<file path="src/sv/dwg_pkg.sv">
package dwg_pkg;

    localparam int GAMMA_TABLE_DEPTH = 1024;
    localparam int DEPTH_BITS        = 16;

    localparam int GAMMA_IDX_W = $clog2(GAMMA_TABLE_DEPTH);
    localparam int GAMMA_SHIFT = 16 - GAMMA_IDX_W;

    localparam int Z_W      = 16;
    localparam int RECIP_W  = 33;
    localparam int PROD_W   = Z_W + RECIP_W;
    localparam int NORM_W   = 17;
    localparam int TIDX_W   = 10;
    localparam int GRAY_W   = 8;
    localparam int APB_AW   = 6;
    localparam int APB_DW   = 64;

    localparam logic [Z_W-1:0]    DEPTH_MASK = Z_W'((32'd1 << DEPTH_BITS) - 32'd1);
    localparam logic [NORM_W-1:0] NORM_ONE   = 17'h10000;

    localparam logic [Z_W-1:0]     RST_DEPTH_MIN = 16'd0;
    localparam logic [Z_W-1:0]     RST_DEPTH_MAX = 16'hFFFF;
    localparam logic [RECIP_W-1:0] RST_RECIP     = 33'd65537;

    typedef enum logic [2:0] {
        REG_DEPTH_MIN  = 3'd0,
        REG_DEPTH_MAX  = 3'd1,
        REG_RECIP      = 3'd2,
        REG_INVERT     = 3'd3,
        REG_GAMMA      = 3'd4
    } reg_idx_t;

    typedef enum logic {
        OP_CONVERT = 1'b0,
        OP_TABLE_WR = 1'b1
    } opcode_t;

    typedef struct packed {
        logic [Z_W-1:0]     depth_min;
        logic [Z_W-1:0]     depth_max;
        logic [RECIP_W-1:0] range_reciprocal;
        logic               invert_enable;
        logic               gamma_enable;
    } cfg_t;

    typedef struct packed {
        opcode_t             op;
        logic                zero;
        logic [NORM_W-1:0]   n;
        logic [TIDX_W-1:0]   tidx;
        logic [GRAY_W-1:0]   tval;
    } norm_t;

endpackage

</file>
<file path="src/sv/dwg_cfg.sv">
module dwg_cfg
(
    input  logic                        clk,
    input  logic                        rst_n,
    input  logic                        psel,
    input  logic                        penable,
    input  logic                        pwrite,
    input  logic [dwg_pkg::APB_AW-1:0]  paddr,
    input  logic [dwg_pkg::APB_DW-1:0]  pwdata,
    output logic [dwg_pkg::APB_DW-1:0]  prdata,
    output logic                        pready,
    output dwg_pkg::cfg_t               cfg
);

    dwg_pkg::cfg_t     cfg_reg;
    dwg_pkg::reg_idx_t idx;
    logic              wr;

    assign pready = 1'b1;
    assign idx    = dwg_pkg::reg_idx_t'(paddr[dwg_pkg::APB_AW-1:3]);
    assign wr     = psel && penable && pwrite;
    assign cfg    = cfg_reg;

    always_ff @(posedge clk or negedge rst_n)
    begin
        if (!rst_n)
        begin
            cfg_reg.depth_min        <= dwg_pkg::RST_DEPTH_MIN;
            cfg_reg.depth_max        <= dwg_pkg::RST_DEPTH_MAX;
            cfg_reg.range_reciprocal <= dwg_pkg::RST_RECIP;
            cfg_reg.invert_enable    <= 1'b0;
            cfg_reg.gamma_enable     <= 1'b0;
        end
        else if (wr)
        begin
            case (idx)
                dwg_pkg::REG_DEPTH_MIN: cfg_reg.depth_min <= pwdata[dwg_pkg::Z_W-1:0];
                dwg_pkg::REG_DEPTH_MAX: cfg_reg.depth_max <= pwdata[dwg_pkg::Z_W-1:0];
                dwg_pkg::REG_RECIP:
                    cfg_reg.range_reciprocal <= pwdata[dwg_pkg::RECIP_W-1:0];
                dwg_pkg::REG_INVERT:    cfg_reg.invert_enable <= pwdata[0];
                dwg_pkg::REG_GAMMA:     cfg_reg.gamma_enable  <= pwdata[0];
                default: ;
            endcase
        end
    end

    always_comb
    begin
        prdata = '0;
        case (idx)
            dwg_pkg::REG_DEPTH_MIN: prdata = dwg_pkg::APB_DW'(cfg_reg.depth_min);
            dwg_pkg::REG_DEPTH_MAX: prdata = dwg_pkg::APB_DW'(cfg_reg.depth_max);
            dwg_pkg::REG_RECIP:     prdata = dwg_pkg::APB_DW'(cfg_reg.range_reciprocal);
            dwg_pkg::REG_INVERT:    prdata = dwg_pkg::APB_DW'(cfg_reg.invert_enable);
            dwg_pkg::REG_GAMMA:     prdata = dwg_pkg::APB_DW'(cfg_reg.gamma_enable);
            default:                prdata = '0;
        endcase
    end

endmodule

</file>
<file path="config.mk">
export PLATFORM = sky130hd
export DESIGN_NAME = dwg_cfg
export DESIGN_NICKNAME = d
export VERILOG_FILES = /design/src/sv/dwg_pkg.sv /design/src/sv/dwg_cfg.sv
export SDC_FILE = /design/constraint.sdc
export NUM_CORES = 1
export LEC_CHECK = 0
export BUFFER_PORTS_ARGS = -buffer_cell sky130_fd_sc_hd__buf_2
export CORE_MARGIN = 2
export CORE_UTILIZATION = 39
export DETAILED_ROUTE_END_ITERATION = 10
export GPL_TIMING_DRIVEN = 0
export PLACE_DENSITY = 0.76
export SETUP_SLACK_MARGIN = 0.2
export SKIP_CTS_REPAIR_TIMING = 1
export SLEW_MARGIN = 10
export SYNTH_ARGS = -nofsm -noshare
export SYNTH_HDL_FRONTEND = slang
export SYNTH_SLANG_ARGS = --single-unit
</file>
<file path="constraint.sdc">
create_clock -name clk -period 1.2 [get_ports clk]
set_input_delay 0.18 -clock clk [delete_from_list [all_inputs] [get_ports clk]]
set_output_delay 0.18 -clock clk [all_outputs]
set_load 0.03 [all_outputs]
</file>
==> flow_summary.ini <==
[outcome]
status = finished, violations left
violations = hold timing, setup timing

[route]
dr.pass1.iters = 4
routed_via_density = 4.78
dr_total_vias = 2947
wl_per_cell_microns = 18.3
first_iter_violations = 40
drt-total-wl_microns = 11300
wl_met1_microns = 4370
wl_met3_microns = 825
highest_layer = met4
ant_nets = 0
remaining_drc_errors = 0
met2WireLength_microns = 5890

[cts]
cts_tree = done
cts_root_buf = clkbuf_8
clock_sinks = 67
cts.path.max_buffers = 2
path_clk_slew_ps = 80
clock_latency_ps = 340
cts-htree-levels = 3
cts_buffers = 9

[final_layout]
final_cells = 617
largest_reg_flops = 67
drive_gt1_frac = 0.827
area_growth_pct = 85.5
diodes = 0
nNetsFinal = 579
fin_util = 0.738

[critical_path]
cp_max_fo = 3
required_ps = 1020
startpoint_type = flop
cp.arrival_ps = 1480
worstSetupPathType = reg2out
cp-end-kind = output port

[synthesis]
postSynthCellCount = 275
synth.avg_cell_area_sq_um = 12.4
yosys.area.top_type = dfrtp_1
ys_seq_area_frac = 0.497
synth_edf_count = 0
synthArstFlopShare = 1.00
ys_warn_count = 0
syn_area_sq_um = 3420
ys.flop_type = dfrtp_1
synthTopCellsByArea = dfrtp_1, mux2_2, dfstp_2
synth.ff_latch_count = 67
synthDistinctLibCells = 26
yosysTopAreaCellShare = 0.359
synth_common_cells = dfrtp_1, mux2_2, buf_4, mux2_1, dfstp_2

[placed_design]
port_buffers = 140
dp_cells = 553
dp_hpwl_microns = 6430
gp_congestion = 0.759

[sta]
hold_viol_final = 49
tightest_slew_ps = 823
relSlewSlack = 0.451
fmax_mhz = 601
setup-violations-final = 63
layout_setup_ws_ps = -464
rsz0062_at_grt = true
finalCriticalPeriod_ps = 1660
fin_skew_ps = 0
period_share = 1.39
final_max_slew_viol_count = 0
holdWs_ps = -53.2
tns_ps = -8820

[global_route]
antenna_found_initial = 0
grt_pass1_vias = 2684
grt_max_degree = 68
track_usage = 0.188
grt_pass1_wl_microns = 14100
grt_remaining_overflow = 0

[floorplanning]
die_x_microns = 97.6
die_h_microns = 97.6
core_area_sq_um = 8590
pin_count = 207
die_area_sq_um = 9530
initial_core_util = 0.398
row_count = 34

[pwr]
p_per_area_nw_per_um2 = 1480
ir_drop_mv = 0.871
p_leak_nw = 3.06

[worst_hold_path]
min_path_type = in2async

[flow_run]
cap_violations = 0
[layout by cell type, fill, tap and decap left out, types with 15 or more instances in the layout]
cell	count
dfrtp_1	19
mux2_4	41
mux2i_1	16
buf_6	127
dfstp_2	18
buf_4	55
mux2_2	26
buf_2	37
dfrtp_2	30
a21oi_4	15
and2_4	17
conb_1	32
[path summary, 6_finish.rpt]
path	startpoint	to	slack, ps	depth (start not counted)
worst max-delay path	cfg[1]	prdata[0]	-460	4
worst min-delay path	rst_n	cfg[20]	-50	1
worst max register to register	cfg[31]	cfg[31]	250	2
worst min register to register	cfg[5]	cfg[5]	510	1
max in group asynchronous	rst_n	cfg[55]	670	1
min in group clk	pwdata[20]	cfg[22]	70	2
[metrics by stage]
| stage | area [sq um] | total power, mW | setup slack (ps) |
|---|---|---|---|
| after floorplan | 3930 | 5.31 | -177 |
| after global placement | 4770 | 6.08 | -663 |
| after detailed placement | 4770 | 6.14 | -661 |
| after CTS | 4990 | 8.23 | -660 |
| after global routing | 6340 | 9.80 | -515 |
| final | 6340 | 9.41 | -464 |
[worst max-delay path, cell delays in order (launching register included)]
cell     delay, ps
dfrtp_1        400
mux2_4         270
a32oi_2        220
o31ai_4        110
buf_6          150
[power breakdown]
part / switching (mW) / internal [mW]
Clock: 0.852 / 1.23
Sequential: 0.448 / 2.83
Combinational: 2.02 / 2.04
[routing by layer]
| metal | up-vias | track usage |
|---|---|---|
| met3 | 19 | 0.0489 |
| met4 | 0 | 0.0545 |
| met1 | 1459 | 0.233 |
| met2 | 131 | 0.323 |
| li1 | 1338 | - |
| met5 | - | 0 |
[final cells by class]
type,count,area [sq um]
well taps,108,135
multi-input cells,192,1950
flip-flops and latches,67,1740
fillers,577,2250
repair buffers,188,1860
clock inverters,4,75.1
clock buffers,12,145
plain buffers,46,439
[cells by family (layout without fill, tap and decap cells)]
| logic type | Yosys count | in the layout | share of synthesized area |
|---|---|---|---|
| compound gates | 17 | 17 | 0.0267 |
| buf+inv | 46 | 250 | 0.0966 |
| flops | 67 | 67 | 0.497 |
| mux | 84 | 84 | 0.271 |
| other cells | 2 | 32 | 0.00220 |
| simple gates | 59 | 59 | 0.107 |
Note: power is estimated with default switching activity, not from simulation.
