[config.mk]
export PLATFORM = sky130hd
export DESIGN_NAME = dwg_norm
export DESIGN_NICKNAME = d
export VERILOG_FILES = /design/src/sv/dwg_pkg.sv /design/src/sv/dwg_norm.sv
export SDC_FILE = /design/constraint.sdc
export NUM_CORES = 1
export LEC_CHECK = 0
export ABC_AREA = 0
export BUFFER_PORTS_ARGS = -buffer_cell sky130_fd_sc_hd__buf_2
export CAP_MARGIN = 40
export CELL_PAD_IN_SITES_DETAIL_PLACEMENT = 0
export CELL_PAD_IN_SITES_GLOBAL_PLACEMENT = 1
export CORE_ASPECT_RATIO = 2
export CORE_UTILIZATION = 44
export CTS_BUF_LIST = sky130_fd_sc_hd__clkbuf_8
export DETAILED_ROUTE_END_ITERATION = 10
export PLACE_DENSITY_LB_ADDON = 0.08
export SLEW_MARGIN = 20
export SYNTH_ARGS = -nofsm -noshare
export SYNTH_HDL_FRONTEND = slang
export SYNTH_SLANG_ARGS = --single-unit
[constraint.sdc]
create_clock -name clk -period 19.25 [get_ports clk]
set_input_delay 2.8875 -clock clk [delete_from_list [all_inputs] [get_ports clk]]
set_output_delay 2.8875 -clock clk [all_outputs]
set_load 0.01 [all_outputs]
[src/sv/dwg_pkg.sv]
package dwg_pkg;

    localparam int GAMMA_TABLE_DEPTH = 1024;
    localparam int DEPTH_BITS        = 16;

    localparam int GAMMA_IDX_W = $clog2(GAMMA_TABLE_DEPTH);
    localparam int GAMMA_SHIFT = 16 - GAMMA_IDX_W;

    localparam int Z_W      = 16;
    localparam int RECIP_W  = 33;
    localparam int PROD_W   = Z_W + RECIP_W;
    localparam int NORM_W   = 17;
    localparam int TIDX_W   = 10;
    localparam int GRAY_W   = 8;
    localparam int APB_AW   = 6;
    localparam int APB_DW   = 64;

    localparam logic [Z_W-1:0]    DEPTH_MASK = Z_W'((32'd1 << DEPTH_BITS) - 32'd1);
    localparam logic [NORM_W-1:0] NORM_ONE   = 17'h10000;

    localparam logic [Z_W-1:0]     RST_DEPTH_MIN = 16'd0;
    localparam logic [Z_W-1:0]     RST_DEPTH_MAX = 16'hFFFF;
    localparam logic [RECIP_W-1:0] RST_RECIP     = 33'd65537;

    typedef enum logic [2:0] {
        REG_DEPTH_MIN  = 3'd0,
        REG_DEPTH_MAX  = 3'd1,
        REG_RECIP      = 3'd2,
        REG_INVERT     = 3'd3,
        REG_GAMMA      = 3'd4
    } reg_idx_t;

    typedef enum logic {
        OP_CONVERT = 1'b0,
        OP_TABLE_WR = 1'b1
    } opcode_t;

    typedef struct packed {
        logic [Z_W-1:0]     depth_min;
        logic [Z_W-1:0]     depth_max;
        logic [RECIP_W-1:0] range_reciprocal;
        logic               invert_enable;
        logic               gamma_enable;
    } cfg_t;

    typedef struct packed {
        opcode_t             op;
        logic                zero;
        logic [NORM_W-1:0]   n;
        logic [TIDX_W-1:0]   tidx;
        logic [GRAY_W-1:0]   tval;
    } norm_t;

endpackage

[src/sv/dwg_norm.sv]
module dwg_norm
(
    input  logic                        clk,
    input  logic                        rst_n,
    input  dwg_pkg::cfg_t               cfg,
    input  logic                        pix_valid,
    output logic                        pix_stall,
    input  logic                        opcode,
    input  logic [dwg_pkg::Z_W-1:0]     depth,
    input  logic [dwg_pkg::TIDX_W-1:0]  table_index,
    input  logic [dwg_pkg::GRAY_W-1:0]  table_value,
    input  logic                        down_ready,
    output logic                        norm_valid,
    output dwg_pkg::norm_t              norm
);

    // stage 1: clamp and offset
    logic                          v1_reg;
    dwg_pkg::opcode_t              op1_reg;
    logic                          zero1_reg;
    logic [dwg_pkg::Z_W-1:0]       diff1_reg;
    logic [dwg_pkg::TIDX_W-1:0]    tidx1_reg;
    logic [dwg_pkg::GRAY_W-1:0]    tval1_reg;

    // stage 2: product
    logic                          v2_reg;
    dwg_pkg::opcode_t              op2_reg;
    logic                          zero2_reg;
    logic [dwg_pkg::PROD_W-1:0]    prod2_reg;
    logic [dwg_pkg::TIDX_W-1:0]    tidx2_reg;
    logic [dwg_pkg::GRAY_W-1:0]    tval2_reg;

    // stage 3: saturate and invert
    logic                          v3_reg;
    dwg_pkg::norm_t                n3_reg;
    dwg_pkg::norm_t                n3_next;

    logic                          adv1;
    logic                          adv2;
    logic                          adv3;
    logic [dwg_pkg::Z_W-1:0]       z;
    logic [dwg_pkg::Z_W-1:0]       zc;
    logic [dwg_pkg::Z_W-1:0]       diff1_next;
    logic [dwg_pkg::PROD_W-1:0]    prod2_next;
    logic [dwg_pkg::PROD_W-17:0]   q;
    logic [dwg_pkg::NORM_W-1:0]    nsat;

    assign adv3      = !v3_reg || down_ready;
    assign adv2      = !v2_reg || adv3;
    assign adv1      = !v1_reg || adv2;
    assign pix_stall = !adv1;

    assign norm_valid = v3_reg;
    assign norm       = n3_reg;

    always_comb
    begin
        z = depth & dwg_pkg::DEPTH_MASK;
        if (z < cfg.depth_min)
            zc = cfg.depth_min;
        else if (z > cfg.depth_max)
            zc = cfg.depth_max;
        else
            zc = z;
        diff1_next = zc - cfg.depth_min;
    end

    assign prod2_next = dwg_pkg::PROD_W'(diff1_reg) * dwg_pkg::PROD_W'(cfg.range_reciprocal);

    always_comb
    begin
        q = prod2_reg[dwg_pkg::PROD_W-1:16];
        if (q > (dwg_pkg::PROD_W-16)'(dwg_pkg::NORM_ONE))
            nsat = dwg_pkg::NORM_ONE;
        else
            nsat = q[dwg_pkg::NORM_W-1:0];
        n3_next.op   = op2_reg;
        n3_next.zero = zero2_reg;
        n3_next.n    = cfg.invert_enable ? (dwg_pkg::NORM_ONE - nsat) : nsat;
        n3_next.tidx = tidx2_reg;
        n3_next.tval = tval2_reg;
    end

    always_ff @(posedge clk or negedge rst_n)
    begin
        if (!rst_n)
        begin
            v1_reg <= 1'b0;
            v2_reg <= 1'b0;
            v3_reg <= 1'b0;
        end
        else
        begin
            if (adv1)
                v1_reg <= pix_valid;
            if (adv2)
                v2_reg <= v1_reg;
            if (adv3)
                v3_reg <= v2_reg;
        end
    end

    always_ff @(posedge clk)
    begin
        if (adv1 && pix_valid)
        begin
            op1_reg   <= dwg_pkg::opcode_t'(opcode);
            zero1_reg <= (cfg.depth_max <= cfg.depth_min);
            diff1_reg <= diff1_next;
            tidx1_reg <= table_index;
            tval1_reg <= table_value;
        end
        if (adv2 && v1_reg)
        begin
            op2_reg   <= op1_reg;
            zero2_reg <= zero1_reg;
            prod2_reg <= prod2_next;
            tidx2_reg <= tidx1_reg;
            tval2_reg <= tval1_reg;
        end
        if (adv3 && v2_reg)
            n3_reg <= n3_next;
    end

endmodule

==> results.py <==
metrics = {
    "floorplanning": {
        "i_o_pin_total": 145,
        "die_h_um": 320.7,
        "die_area_sq_mm": 0.05173,
        "die-width_um": 161.3,
        "std_cell_rows": 116,
        "coreArea_sq_mm": 0.05007,
        "initial_core_util_pct": 44.62,
    },
    "drt": {
        "ant_nets": 0,
        "routed_wire_length_per_instance_um": 20.68,
        "post-route-drc-count": 0,
        "route.detailed.vias_per_inst": 5.226,
        "dr.pass1.iters": 5,
        "drt_iter0_drc": 708,
        "vias": 16134,
        "finalWirelength_um": 63850,
    },
    "sta": {
        "grt_setup_unrepaired": "no",
        "timing.hold.ws_ns": 0.4261,
        "slew_viol_final": 0,
        "setup_violations": 0,
        "finClkSkew_ns": 0.02048,
        "finalSetupTns_ns": 0,
        "clock.fmax_mhz": 103.0,
        "post-route-min-period_ns": 9.712,
        "slew-limit-headroom_pct": 43.40,
        "min_period_over_period_pct": 50.45,
        "final-hold-violation-count": 0,
        "worst_pin_slew_ns": 0.8489,
    },
    "worst_setup_path": {
        "critical_path.top_delay_family": "adder cells",
        "slowest_delay_ns": 0.73,
        "crit_fanout": 16,
        "critPathRequiredTime_ns": 19.50,
        "worstPathArrival_ns": 9.96,
        "worstSetupEndpointType": "register",
        "critical_path.slowest_cell": "sky130_fd_sc_hd__o31ai_1",
        "timing_worst_setup_path_type": "input port to register",
        "worstPathBufferInverterCount": 5,
        "setup.worst_path.start_class": "input port",
        "r2r_slack_ns": 11.30,
        "cpMostUsedCell": "sky130_fd_sc_hd__fa_1",
        "path_cells": "buf_2 -> and2_1 -> fa_1 -> inv_1 -> fa_1 -> fa_1 -> inv_1 -> fa_1 -> fa_1 -> inv_1 -> fa_1 -> inv_1 -> ha_1 -> a21oi_1 -> o21ai_0 -> a31oi_1 -> o31ai_1 -> a41o_1 -> nor3_4 -> o21ai_1 -> a21oi_1 -> o311ai_1",
        "worstReg2RegEnd": "prod2_reg[42]",
        "worstReg2RegStart": "diff1_reg[12]",
        "rr_worst_depth": 21,
    },
    "cts": {
        "cts.hold.buffers_added": 0,
        "cts_sinks": 129,
        "cts_made_buffers": 17,
        "post-cts-setup-buffer-count": 0,
        "clkLatencyLatePin_ns": 0.52,
        "cts_max_path_buffers": 2,
        "cts_tree": "built",
        "cts_max_level": 4,
        "cts.clk_slew.worst_paths_ns": 0.09,
        "cts_resized": 0,
        "cts.root.buffer_cell": "sky130_fd_sc_hd__clkbuf_8",
    },
    "final_layout": {
        "post-route-util_pct": 48.17,
        "drive_gt1_share_pct": 8.781,
        "area_growth_syn_to_layout_pct": 7.964,
        "num-nets-final": 3143,
        "largest_register_ff_count": 37,
    },
    "worst_hold_path": {
        "hp-start": "tidx1_reg[7]",
        "min_delay_path_depth": 0,
        "min-delay-path-class": "register to register",
        "hold_crit_endpoint": "tidx2_reg[7]",
    },
    "synthesis": {
        "synth_cell_types": 59,
        "ys_async_sr_fraction_pct": 2.326,
        "ys.warnings.count": 0,
        "synth_seq_cells": 129,
        "netlist_instances": 2339,
        "post_synth.cell_area_avg_sq_um": 9.551,
        "synth_fp_nets": 3058,
        "mappedNetlistArea_sq_mm": 0.02234,
        "synth_sequential_area_ratio_pct": 17.27,
        "synth_enable_flop_cells": 126,
        "synth_top_flop_cell": "sky130_fd_sc_hd__edfxtp_1",
    },
    "grt": {
        "number_of_global_route_vias_before_repair": 18457,
        "antenna_found_initial": 2,
        "global_route_wire_length_before_repair_um": 100500,
        "grt_max_degree": 54,
        "global_route.usage.total_pct": 26.33,
        "grt-ovfl-total": 0,
    },
    "placement": {
        "finalWeightedCongestion": 0.8541,
        "dp_hpwl_um": 50030,
        "port_buffer_count": 143,
    },
    "run_status": {
        "outcome": "finished clean",
    },
    "job": {
        "cap_viol_max_count": 0,
    },
}
==> worst reg2reg max path, delay by kind of cell, from the launching register on <==
kind | cells | cell delay, ns
fa+ha+maj | 7 | 3.30
compound gates | 8 | 2.75
simple gates | 2 | 0.19
flops | 1 | 0.92
buf+inv | 4 | 0.52
==> kinds of logic after synthesis <==
kind of cell | Yosys count | synth area share, %
and+or+nand+nor | 752 | 16.10
AOI/OAI and AO/OA | 206 | 5.763
xor gates and xnor gates | 51 | 1.999
buffers and inverters | 585 | 9.885
adders and majority gates | 613 | 48.85
muxes | 3 | 0.1344
DFF | 129 | 17.27
==> cells in the mapped netlist, types with 12 or more instances <==
cell	number	share of area, %
sky130_fd_sc_hd__nand4_1	13	0.36
sky130_fd_sc_hd__nor2_1	53	0.89
sky130_fd_sc_hd__nor3_1	18	0.40
sky130_fd_sc_hd__fa_1	432	39
sky130_fd_sc_hd__edfxtp_1	126	17
sky130_fd_sc_hd__xnor2_1	26	1.0
sky130_fd_sc_hd__o21ai_0	43	0.96
sky130_fd_sc_hd__clkbuf_1	91	1.5
sky130_fd_sc_hd__xor2_1	25	0.98
sky130_fd_sc_hd__nand3_1	17	0.38
sky130_fd_sc_hd__a21oi_1	71	1.6
sky130_fd_sc_hd__a21o_1	27	0.91
sky130_fd_sc_hd__nand2_1	388	6.5
sky130_fd_sc_hd__ha_1	181	10
sky130_fd_sc_hd__and2_1	217	6.1
sky130_fd_sc_hd__inv_1	486	8.2
sky130_fd_sc_hd__o21a_1	12	0.40
==> final cells by class <==
| cell class | instances | area, sq um |
|---|---|---|
| antenna | 1 | 2.502 |
| tap | 649 | 812.0 |
| sequential | 129 | 3859 |
| inverter | 486 | 1824 |
| multi-input combinational | 1625 | 16290 |
| timing repair buffer | 165 | 913.4 |
| clock inverter | 15 | 183.9 |
| clock buffer | 17 | 234.0 |
| fill | 4799 | 25950 |
==> routing by layer <==
metal / vias to the layer above / routed length, um / global-route usage [%]
met5: - / 12 / 0
li1: 7306 / - / -
met1: 8333 / 20490 / 24.16
met3: 128 / 1722 / 2.392
met4: 2 / 2558 / 10.92
met2: 365 / 39060 / 56.17
==> placed cells by master, fill, tap and decap left out, drive strengths merged, types with 2 or more instances in the layout <==
| cell type | count |
|---|---|
| a31oi | 5 |
| edfxtp | 126 |
| xor2 | 25 |
| o21ai | 48 |
| a31o | 2 |
| o211ai | 3 |
| a221oi | 2 |
| clkbuf | 17 |
| a21boi | 3 |
| clkinv | 3 |
| xnor2 | 26 |
| nor3b | 3 |
| nand4 | 13 |
| nor2 | 54 |
| and2 | 217 |
| mux2i | 3 |
| nand3 | 17 |
| fa | 432 |
| o311ai | 2 |
| and3 | 4 |
| a21o | 27 |
| o41ai | 2 |
| ha | 181 |
| o21a | 12 |
| nor4 | 7 |
| a21oi | 72 |
| a41oi | 2 |
| nand2b | 8 |
| nand2 | 388 |
| dfrtp | 3 |
| o31ai | 6 |
| a211oi | 7 |
| nor2b | 11 |
| nor3 | 19 |
| o21bai | 7 |
| inv | 496 |
| and4 | 2 |
| or3 | 5 |
| buf | 165 |
==> worst max-delay path by stage <==
stage | from | end | slack (ns) | cells past startpoint
floorplan | cfg[9] | prod2_reg[47] | 10.59 | 23
global placement | cfg[22] | prod2_reg[42] | 8.99 | 22
detailed placement | cfg[22] | prod2_reg[42] | 8.98 | 22
finish | cfg[22] | prod2_reg[42] | 9.54 | 22
global route | cfg[22] | prod2_reg[42] | 9.32 | 22
CTS | cfg[22] | prod2_reg[42] | 9.51 | 22
==> per-stage QoR <==
stage                     setup WS [ns]  std cells  instance area (sq um)
after floorplan                   10.59       2339                  22340
after global placement            8.994       3052                  23650
after detailed placement          8.977       3054                  23700
after CTS                         9.512       3086                  24120
after global routing              9.317       3087                  24120
final                             9.538       3087                  24120
Power is left out: the tool's default activity adds up to more than one toggle a clock period on the data nets, which glitch-free logic cannot reach.
